`src/expiring_action_queue_macros.svh`:
```
// ----------------------------------------------------------------------------
// Expiring action queue assertion macros
// Shared concurrent assertion forms for the expiring action queue.
// ----------------------------------------------------------------------------
`ifndef EXPIRING_ACTION_QUEUE_MACROS_SVH
`define EXPIRING_ACTION_QUEUE_MACROS_SVH

// Check a condition at every clock edge outside reset.
`define EAQ_ASSERT_ALWAYS(label, clk, rst, cond, msg) \
  label: assert property (@(posedge clk) disable iff (rst) (cond)) else $error(msg);

// Check that an antecedent implies a consequent in the same cycle.
`define EAQ_ASSERT_IMPLY(label, clk, rst, ante, cons, msg) \
  label: assert property (@(posedge clk) disable iff (rst) (ante) |-> (cons)) else $error(msg);

`endif

```
`src/eaq_pkg.sv`:
```
// ----------------------------------------------------------------------------
// Expiring action queue package
// Field widths and request codes shared by the channels and the queue.
// ----------------------------------------------------------------------------
`timescale 1ns / 1ps

package eaq_pkg;

  // Payload field widths
  localparam int REQ_TYPE_W  = 3;
  localparam int CODE_W      = 4;
  localparam int OCC_W       = 4;
  localparam int TOTAL_W     = 32;
  localparam int LIFE_CFG_W  = 8;

  // Request codes
  localparam logic [REQ_TYPE_W-1:0] REQ_PUSH       = 3'd0;
  localparam logic [REQ_TYPE_W-1:0] REQ_CONSUME    = 3'd1;
  localparam logic [REQ_TYPE_W-1:0] REQ_TICK       = 3'd2;
  localparam logic [REQ_TYPE_W-1:0] REQ_CLEAR      = 3'd3;
  localparam logic [REQ_TYPE_W-1:0] REQ_RST_COUNTS = 3'd4;

  // Lifetime register reset value
  localparam logic [LIFE_CFG_W-1:0] LIFE_RESET = 8'd8;

endpackage

```
`src/eaq_ifs.sv`:
```
// ----------------------------------------------------------------------------
// Expiring action queue channels
// Valid/ready channels for requests, results and the lifetime register.
// ----------------------------------------------------------------------------
`timescale 1ns / 1ps

interface eaq_req_if;
  import eaq_pkg::*;

  logic                  valid;
  logic                  ready;
  logic [REQ_TYPE_W-1:0] req_type;
  logic [CODE_W-1:0]     action_code;
  logic                  paused;

  modport source (output valid, req_type, action_code, paused, input ready);
  modport sink   (input valid, req_type, action_code, paused, output ready);
endinterface

interface eaq_rsp_if;
  import eaq_pkg::*;

  logic               valid;
  logic               ready;
  logic               success;
  logic [OCC_W-1:0]   occupancy;
  logic [TOTAL_W-1:0] expired_total;
  logic [TOTAL_W-1:0] overflow_total;

  modport source (output valid, success, occupancy, expired_total, overflow_total,
                  input ready);
  modport sink   (input valid, success, occupancy, expired_total, overflow_total,
                  output ready);
endinterface

interface eaq_cfg_if;
  import eaq_pkg::*;

  logic                  valid;
  logic                  ready;
  logic [LIFE_CFG_W-1:0] lifetime_ticks;

  modport source (output valid, lifetime_ticks, input ready);
  modport sink   (input valid, lifetime_ticks, output ready);
endinterface

```
`src/expiring_action_queue.sv`:
```
// Sequence: push, clear, reset-counters, paused tick and unknown requests pass from the
//   request beat through the execute and done states into the result register; consume
//   and unpaused tick walk the queue first, one entry memory read per held entry.
// Throughput: one request at a time; the next request beat is taken once the
//   result sits in the output register. Lifetime writes are taken at any time.
// Reset (rst, synchronous): queue empty, both counters zero, lifetime 8.
// ----------------------------------------------------------------------------
// Expiring action queue
// Ordered buffer of action codes with per-entry lifetimes, held in one memory
// and compacted by a read-modify-write walk.
// ----------------------------------------------------------------------------
`timescale 1ns / 1ps

module expiring_action_queue #(
  parameter int CAPACITY      = 8,
  parameter int ACTION_BITS   = 4,
  parameter int LIFETIME_BITS = 8
) (
  input logic        clk,
  input logic        rst,
  eaq_req_if.sink    req,
  eaq_rsp_if.source  rsp,
  eaq_cfg_if.sink    cfg
);
  import eaq_pkg::*;

  localparam int AW    = (CAPACITY > 1) ? $clog2(CAPACITY) : 1;
  localparam int CNT_W = $clog2(CAPACITY + 1);
  localparam int ENT_W = ACTION_BITS + LIFETIME_BITS;

  localparam logic [1:0] S_IDLE = 2'd0;
  localparam logic [1:0] S_EXEC = 2'd1;
  localparam logic [1:0] S_WALK = 2'd2;
  localparam logic [1:0] S_DONE = 2'd3;

  logic [1:0]               state, state_next;
  logic [CNT_W-1:0]         fill, fill_next;
  logic [CNT_W-1:0]         rd_cnt, rd_cnt_next;
  logic [CNT_W-1:0]         wr_cnt, wr_cnt_next;
  logic                     pend, pend_next;
  logic                     found, found_next;
  logic                     ok, ok_next;
  logic [TOTAL_W-1:0]       exp_cnt, exp_cnt_next;
  logic [TOTAL_W-1:0]       ovf_cnt, ovf_cnt_next;
  logic [LIFE_CFG_W-1:0]    life_reg;
  logic [REQ_TYPE_W-1:0]    op;
  logic [ACTION_BITS-1:0]   code_q;
  logic                     paused_q;

  logic                     rsp_valid;
  logic                     rsp_success;
  logic [OCC_W-1:0]         rsp_occ;
  logic [TOTAL_W-1:0]       rsp_exp;
  logic [TOTAL_W-1:0]       rsp_ovf;

  logic                     mem_we;
  logic [AW-1:0]            mem_waddr;
  logic [ENT_W-1:0]         mem_wdata;
  logic                     mem_re;
  logic [AW-1:0]            mem_raddr;
  logic [ENT_W-1:0]         mem_q;

  logic [15:0]              code_wide;
  logic [15:0]              life_wide;
  logic [ACTION_BITS-1:0]   q_act;
  logic [LIFETIME_BITS-1:0] q_left;
  logic                     drop;
  logic                     req_beat;
  logic                     rsp_load;

  // Fit the payload code and the lifetime register to the stored widths
  assign code_wide = 16'(req.action_code);
  assign life_wide = 16'(life_reg);
  assign q_act     = mem_q[ENT_W-1:LIFETIME_BITS];
  assign q_left    = mem_q[LIFETIME_BITS-1:0] - 1'b1;

  assign req.ready = (state == S_IDLE);
  assign req_beat  = req.valid && req.ready;
  assign cfg.ready = 1'b1;
  assign rsp_load  = (state == S_DONE) && (!rsp_valid || rsp.ready);

  assign rsp.valid          = rsp_valid;
  assign rsp.success        = rsp_success;
  assign rsp.occupancy      = rsp_occ;
  assign rsp.expired_total  = rsp_exp;
  assign rsp.overflow_total = rsp_ovf;

  eaq_entry_ram #(
    .DEPTH (CAPACITY),
    .WIDTH (ENT_W),
    .AW    (AW)
  ) u_ram (
    .clk   (clk),
    .we    (mem_we),
    .waddr (mem_waddr),
    .wdata (mem_wdata),
    .re    (mem_re),
    .raddr (mem_raddr),
    .rdata (mem_q)
  );

  // Sequence requests and walk the entries
  always_comb begin
    state_next   = state;
    fill_next    = fill;
    rd_cnt_next  = rd_cnt;
    wr_cnt_next  = wr_cnt;
    pend_next    = pend;
    found_next   = found;
    ok_next      = ok;
    exp_cnt_next = exp_cnt;
    ovf_cnt_next = ovf_cnt;
    mem_we       = 1'b0;
    mem_waddr    = fill[AW-1:0];
    mem_wdata    = {code_q, life_wide[LIFETIME_BITS-1:0]};
    mem_re       = 1'b0;
    mem_raddr    = rd_cnt[AW-1:0];
    drop         = 1'b0;

    unique case (state)
      S_IDLE: begin
        if (req_beat) begin
          ok_next     = 1'b0;
          found_next  = 1'b0;
          rd_cnt_next = '0;
          wr_cnt_next = '0;
          pend_next   = 1'b0;
          state_next  = S_EXEC;
        end
      end

      S_EXEC: begin
        state_next = S_DONE;
        unique case (op)
          REQ_PUSH: begin
            if (fill == CNT_W'(CAPACITY)) begin
              ovf_cnt_next = ovf_cnt + 1'b1;
            end else begin
              mem_we    = 1'b1;
              fill_next = fill + 1'b1;
              ok_next   = 1'b1;
            end
          end
          REQ_CONSUME: begin
            state_next = S_WALK;
          end
          REQ_TICK: begin
            if (!paused_q) begin
              state_next = S_WALK;
            end
          end
          REQ_CLEAR: begin
            fill_next = '0;
          end
          REQ_RST_COUNTS: begin
            exp_cnt_next = '0;
            ovf_cnt_next = '0;
          end
          default: begin
          end
        endcase
      end

      S_WALK: begin
        if (!pend && rd_cnt == fill) begin
          // All survivors written back: close the walk
          fill_next  = wr_cnt;
          ok_next    = (op == REQ_CONSUME) && found;
          state_next = S_DONE;
        end else begin
          // Issue the next read
          if (rd_cnt != fill) begin
            mem_re      = 1'b1;
            rd_cnt_next = rd_cnt + 1'b1;
            pend_next   = 1'b1;
          end else begin
            pend_next = 1'b0;
          end
          // Drop or compact the entry that came back
          if (pend) begin
            if (op == REQ_CONSUME) begin
              drop      = !found && (q_act == code_q);
              mem_wdata = mem_q;
              if (drop) begin
                found_next = 1'b1;
              end
            end else begin
              drop      = (q_left == '0);
              mem_wdata = {q_act, q_left};
              if (drop) begin
                exp_cnt_next = exp_cnt + 1'b1;
              end
            end
            if (!drop) begin
              mem_we      = 1'b1;
              mem_waddr   = wr_cnt[AW-1:0];
              wr_cnt_next = wr_cnt + 1'b1;
            end
          end
        end
      end

      S_DONE: begin
        if (rsp_load) begin
          state_next = S_IDLE;
        end
      end

      default: begin
        state_next = S_IDLE;
      end
    endcase
  end

  // Advance control state
  always_ff @(posedge clk) begin
    if (rst) begin
      state    <= S_IDLE;
      fill     <= '0;
      rd_cnt   <= '0;
      wr_cnt   <= '0;
      pend     <= 1'b0;
      found    <= 1'b0;
      ok       <= 1'b0;
      exp_cnt  <= '0;
      ovf_cnt  <= '0;
      life_reg <= LIFE_RESET;
    end else begin
      state   <= state_next;
      fill    <= fill_next;
      rd_cnt  <= rd_cnt_next;
      wr_cnt  <= wr_cnt_next;
      pend    <= pend_next;
      found   <= found_next;
      ok      <= ok_next;
      exp_cnt <= exp_cnt_next;
      ovf_cnt <= ovf_cnt_next;
      if (cfg.valid && cfg.ready) begin
        life_reg <= cfg.lifetime_ticks;
      end
    end
  end

  // Hold the request beat
  always_ff @(posedge clk) begin
    if (req_beat) begin
      op       <= req.req_type;
      code_q   <= code_wide[ACTION_BITS-1:0];
      paused_q <= req.paused;
    end
  end

  // Hold the result beat until taken
  always_ff @(posedge clk) begin
    if (rst) begin
      rsp_valid <= 1'b0;
    end else if (rsp_load) begin
      rsp_valid <= 1'b1;
    end else if (rsp.ready) begin
      rsp_valid <= 1'b0;
    end
  end

  always_ff @(posedge clk) begin
    if (rsp_load) begin
      rsp_success <= ok;
      rsp_occ     <= OCC_W'(fill);
      rsp_exp     <= exp_cnt;
      rsp_ovf     <= ovf_cnt;
    end
  end

`include "expiring_action_queue_macros.svh"

  `EAQ_ASSERT_ALWAYS(a_fill_bound, clk, rst, fill <= CNT_W'(CAPACITY), "fill above capacity")
  `EAQ_ASSERT_IMPLY(a_write_behind_read, clk, rst, (state == S_WALK) && pend, wr_cnt < rd_cnt, "compaction write overtook read")
  `EAQ_ASSERT_IMPLY(a_waddr_range, clk, rst, mem_we, int'(mem_waddr) < CAPACITY, "entry write out of range")
  `EAQ_ASSERT_IMPLY(a_ready_idle_only, clk, rst, req.ready, !pend && (state == S_IDLE), "request taken while busy")

endmodule

```
`src/eaq_entry_ram.sv`:
```
// ----------------------------------------------------------------------------
// Expiring action queue entry memory
// One write port, one read port, registered read data.
// ----------------------------------------------------------------------------
`timescale 1ns / 1ps

module eaq_entry_ram #(
  parameter int DEPTH = 8,
  parameter int WIDTH = 12,
  parameter int AW    = 3
) (
  input  logic             clk,
  input  logic             we,
  input  logic [AW-1:0]    waddr,
  input  logic [WIDTH-1:0] wdata,
  input  logic             re,
  input  logic [AW-1:0]    raddr,
  output logic [WIDTH-1:0] rdata
);

  logic [WIDTH-1:0] mem [DEPTH];

  // Write one entry per cycle
  always_ff @(posedge clk) begin
    if (we) begin
      mem[waddr] <= wdata;
    end
  end

  // Register read data
  always_ff @(posedge clk) begin
    if (re) begin
      rdata <= mem[raddr];
    end
  end

endmodule

```
`src/flat_wrapper.sv`:
```
// flat-port wrapper written by rule: the top's interface ports become plain ports
module expiring_action_queue_flat import eaq_pkg::*;
#(
  parameter int CAPACITY      = 8,
  parameter int ACTION_BITS   = 4,
  parameter int LIFETIME_BITS = 8
)
  (clk, rst, req_valid, req_req_type, req_action_code, req_paused, req_ready, rsp_valid, rsp_success, rsp_occupancy, rsp_expired_total, rsp_overflow_total, rsp_ready, cfg_valid, cfg_lifetime_ticks, cfg_ready);
  eaq_req_if req_i ();
  eaq_rsp_if rsp_i ();
  eaq_cfg_if cfg_i ();
  input logic clk;
  input logic rst;
  input wire logic [$bits(req_i.valid)-1:0] req_valid;
  input wire logic [$bits(req_i.req_type)-1:0] req_req_type;
  input wire logic [$bits(req_i.action_code)-1:0] req_action_code;
  input wire logic [$bits(req_i.paused)-1:0] req_paused;
  output wire logic [$bits(req_i.ready)-1:0] req_ready;
  output wire logic [$bits(rsp_i.valid)-1:0] rsp_valid;
  output wire logic [$bits(rsp_i.success)-1:0] rsp_success;
  output wire logic [$bits(rsp_i.occupancy)-1:0] rsp_occupancy;
  output wire logic [$bits(rsp_i.expired_total)-1:0] rsp_expired_total;
  output wire logic [$bits(rsp_i.overflow_total)-1:0] rsp_overflow_total;
  input wire logic [$bits(rsp_i.ready)-1:0] rsp_ready;
  input wire logic [$bits(cfg_i.valid)-1:0] cfg_valid;
  input wire logic [$bits(cfg_i.lifetime_ticks)-1:0] cfg_lifetime_ticks;
  output wire logic [$bits(cfg_i.ready)-1:0] cfg_ready;
  assign req_i.valid = req_valid;
  assign req_i.req_type = req_req_type;
  assign req_i.action_code = req_action_code;
  assign req_i.paused = req_paused;
  assign req_ready = req_i.ready;
  assign rsp_valid = rsp_i.valid;
  assign rsp_success = rsp_i.success;
  assign rsp_occupancy = rsp_i.occupancy;
  assign rsp_expired_total = rsp_i.expired_total;
  assign rsp_overflow_total = rsp_i.overflow_total;
  assign rsp_i.ready = rsp_ready;
  assign cfg_i.valid = cfg_valid;
  assign cfg_i.lifetime_ticks = cfg_lifetime_ticks;
  assign cfg_ready = cfg_i.ready;
  expiring_action_queue #(.CAPACITY(CAPACITY), .ACTION_BITS(ACTION_BITS), .LIFETIME_BITS(LIFETIME_BITS)) u_core (.clk(clk), .rst(rst), .req(req_i), .rsp(rsp_i), .cfg(cfg_i));
endmodule
```
`config.mk`:
```
export PLATFORM = sky130hd
export DESIGN_NAME = expiring_action_queue_flat
export DESIGN_NICKNAME = d
export VERILOG_FILES = /design/src/eaq_pkg.sv /design/src/eaq_ifs.sv /design/src/expiring_action_queue.sv /design/src/eaq_entry_ram.sv /design/src/flat_wrapper.sv
export VERILOG_INCLUDE_DIRS = /design/src /design/src/src
export SDC_FILE = /design/constraint.sdc
export NUM_CORES = 1
export LEC_CHECK = 0
export BUFFER_PORTS_ARGS = -buffer_cell sky130_fd_sc_hd__buf_2
export CAP_MARGIN = 15
export CORE_MARGIN = 4
export CORE_UTILIZATION = 35
export DETAILED_ROUTE_END_ITERATION = 8
export GPL_TIMING_DRIVEN = 0
export PLACE_DENSITY_LB_ADDON = 0.25
export REMOVE_ABC_BUFFERS = 1
export SYNTH_ARGS = -nofsm -noshare
export SYNTH_HDL_FRONTEND = slang
export SYNTH_SLANG_ARGS = --single-unit
```
`constraint.sdc`:
```
create_clock -name clk -period 7 [get_ports clk]
set_input_delay 0.7 -clock clk [delete_from_list [all_inputs] [get_ports clk]]
set_output_delay 0.7 -clock clk [all_outputs]
set_load 0.01 [all_outputs]
```
==> results.py <==
metrics = {
    "synthesis": {
        "synth_xor_xnor_area_share_pct": 5.31,
        "synth_edf_count": 185,
        "ys_seq_area_share_pct": 64.7,
        "ys_warn_count": 0,
        "synthDistinctLibCells": 60,
        "synth_compound_area_share_pct": 4.59,
        "muxShareOfSynthArea_pct": 7.30,
        "synth_top_family_by_area": "simple AND/OR/NAND/NOR gates",
        "dominantRegCellSynth": "edfxtp_1",
        "synthAdderAreaFrac_pct": 1.32,
        "synth_area_um2": 11400,
        "synthSimpleGateAreaFrac_pct": 14.5,
        "ys_ff_latch": 275,
        "netlist_instances": 842,
        "avgSynthCellArea_um2": 13.5,
        "async_flop_share_pct": 0,
    },
    "worst_setup_path": {
        "criticalPathCategory": "register to register",
        "r2r_end": "u_core.u_ram.mem[4][9]",
        "crit_chain": "nor3b_2 > nor4_4 > nand2_1 > nand4_1 > o21ai_2",
        "endpoint_kind": "register",
        "cpPeakStageDelay_ns": 1.02,
        "startpoint": "u_core.op[1]",
        "slowest_stage": "o21ai_2",
        "endpoint": "u_core.u_ram.mem[4][9]",
        "reg2regPathDepth": 5,
        "r2r_start": "u_core.op[1]",
        "cp.arrival_ns": 3.79,
        "startpoint_type": "register",
        "r2r_slack_ns": 3.38,
        "cp_max_fo": 16,
        "worstPathRequired_ns": 7.16,
    },
    "finish": {
        "final_layout_size_suffix_gt1_share_pct": 24.1,
        "largest_reg_flops": 96,
        "post-route-cell-area_um2": 13400,
        "nets": 968,
        "top_register": "u_core.u_ram.mem",
        "synthToLayoutAreaGrowth_pct": 18.2,
    },
    "power": {
        "p_leak_nw": 4.27,
        "finalPower_mw": 4.19,
        "p_int_mw": 3.04,
        "pwr-share-clk_pct": 37.3,
        "p_comb_share_pct": 16.3,
        "ir_drop_uv": 198,
        "p_sw_share_pct": 27.5,
        "powerDensity_nw_per_um2": 312,
        "seq_power_share_pct": 46.4,
        "p_switching_mw": 1.15,
    },
    "run_status": {
        "status": "finished, final reports clean",
    },
    "global_routing": {
        "grt_max_degree": 36,
        "grt_pass1_wl_um": 37300,
        "grtUsageTotal_pct": 12.9,
        "antenna_found_initial": 0,
        "grt_overflow": 0,
        "grt_pass1_vias": 6571,
    },
    "detailed_routing": {
        "wl_per_cell_um": 16.8,
        "firstDrtPassIters": 5,
        "antenna_left": 0,
        "wl_met3_um": 1120,
        "vias_per_cell": 4.88,
        "drt-total-wl_um": 23400,
        "drtIter0Drc": 345,
        "top_layer": "met4",
        "dr_wl_met2_um": 11200,
        "drt-met1-wl_um": 10500,
        "vias": 6794,
        "drc": 0,
    },
    "place": {
        "port_buffers": 91,
        "routabilityCongestion": 0.741,
        "dpl.hpwl_um": 15300,
        "placed_area_um2": 12500,
    },
    "timing": {
        "worst_slew_pin_slew_ns": 0.928,
        "fmax_mhz": 276,
        "relSlewSlack_pct": 37.5,
        "period_needed_ns": 3.62,
        "fin_skew_ns": 0.0289,
        "finalCritPeriodShare_pct": 51.8,
        "slew_viol_final": 0,
        "grt_setup_unrepaired": "no",
        "hold_viol_final": 0,
        "setup_tns_ns": 0,
        "finalSetupViolCount": 0,
    },
    "clock_tree": {
        "cts_setup_buffers": 0,
        "ctsHoldBuffers": 0,
        "cts_max_level": 1,
        "cts.root.buffer_cell": "clkbuf_16",
        "numCtsBuffers": 28,
        "clk_pin_slew_ns": 0.06,
        "cts_resized": 0,
        "clock_latency_ns": 0.57,
        "clockBufferDepth": 3,
        "cts_tree": "built",
        "cts.sinks": 275,
    },
    "job": {
        "drv_cap": 0,
    },
    "floorplanning": {
        "start_util_pct": 35.8,
        "coreArea_um2": 31800,
        "row_count": 65,
        "die-area_um2": 35500,
        "die_w_um": 188,
        "pin_count": 93,
        "die_h_um": 188,
    },
    "worst_hold_path": {
        "hold_path_class": "input port to register",
    },
}
## metal layers
metal | global-route usage (%) | vias up
li1 | - | 3311
met1 | 17.8 | 3302
met2 | 21.5 | 141
met3 | 1.98 | 40
met4 | 3.50 | 0
met5 | 0 | -
## kinds of logic after synthesis
family / after synthesis
AO/OA/AOI/OAI: 89
XOR/XNOR: 69
adder cells (fa/ha/maj): 12
buffers and inverters: 61
flip-flops: 275
multiplexers: 51
other: 1
AND/OR/NAND/NOR: 284
## placed cells by master (no fill, tap or decap), types with 3 or more instances in the layout
cell type | netlist | routed
a211oi_1 | 4 | 4
a21oi_1 | 28 | 28
and3_1 | 7 | 7
and4_1 | 10 | 10
buf_12 | 0 | 4
buf_2 | 7 | 91
buf_8 | 0 | 6
bufinv_16 | 0 | 5
clkbuf_1 | 27 | 7
clkbuf_16 | 0 | 28
clkinv_2 | 0 | 6
dfxtp_1 | 90 | 88
edfxtp_1 | 185 | 185
ha_1 | 12 | 12
inv_1 | 20 | 20
mux2_2 | 16 | 16
mux2i_1 | 11 | 11
mux4_2 | 24 | 24
nand2_1 | 43 | 43
nand3_1 | 43 | 43
nand4_1 | 17 | 17
nor2_1 | 85 | 85
nor2b_1 | 10 | 9
nor3_1 | 10 | 10
nor4_1 | 6 | 6
nor4_2 | 16 | 16
nor4_4 | 3 | 3
nor4b_2 | 4 | 4
o21ai_0 | 39 | 30
o21ai_2 | 0 | 9
or3_1 | 14 | 14
xnor2_1 | 50 | 50
xor2_1 | 19 | 19
## power groups by stage
| stage | Sequential (mW) | Clock, mW | Combinational (mW) |
|---|---|---|---|
| floorplan | 2.01 | 0 | 0.390 |
| global placement | 2.00 | 0 | 0.635 |
| detailed placement | 1.98 | 0 | 0.691 |
| CTS | 1.95 | 1.61 | 0.696 |
| global route | 1.96 | 1.68 | 0.756 |
| finish | 1.94 | 1.57 | 0.684 |
## final cells by class
cell class | count | area, um^2
inverters | 21 | 78.8
well taps | 435 | 544
clock buffers | 36 | 741
multi-input cells | 506 | 3820
diodes | 1 | 2.50
flip-flops and latches | 275 | 7360
clock inverters | 16 | 238
fillers | 2923 | 18400
repair buffers | 103 | 661
## cell usage after synthesis, types with 12 or more instances
library cell | n | area, um^2
edfxtp_1 | 185 | 5560
dfxtp_1 | 90 | 1800
nor2_1 | 85 | 319
xnor2_1 | 50 | 438
nand2_1 | 43 | 161
nand3_1 | 43 | 215
o21ai_0 | 39 | 195
a21oi_1 | 28 | 140
clkbuf_1 | 27 | 101
mux4_2 | 24 | 541
inv_1 | 20 | 75.1
xor2_1 | 19 | 166
nand4_1 | 17 | 106
mux2_2 | 16 | 180
nor4_2 | 16 | 200
or3_1 | 14 | 87.6
ha_1 | 12 | 150
## per-stage QoR
stage | std cells | worst slack (ns) | utilization (%) | hold WS, ns
global placement | 1328 | 1.03 | 38.3 | 0.424
global route | 1392 | 3.08 | 42.3 | 0.293
CTS | 1392 | 3.30 | 42.3 | 0.290
finish | 1393 | 3.38 | 42.3 | 0.316
detailed placement | 1340 | 3.30 | 39.2 | 0.438
floorplan | 802 | 2.66 | - | 0.408
## worst max-delay path, delay by kind of cell (launching register included)
kind             cells  cell delay [ns]
flip-flops           1             0.52
AO/OA/AOI/OAI        1             1.02
AND/OR/NAND/NOR      4             1.69
## how the worst min path moves through the flow
stage | from | to | cells after the start
after floorplan | u_core.ok | u_core.rsp.success | 0
after global placement | u_core.ok | u_core.rsp.success | 0
after detailed placement | u_core.ovf_cnt[2] | u_core.rsp.overflow_total[2] | 0
after CTS | req_action_code[3] | u_core.code_q[3] | 1
after global routing | req_req_type[1] | u_core.op[1] | 1
final | req_action_code[3] | u_core.code_q[3] | 1
(Power assumes the default switching activity.)
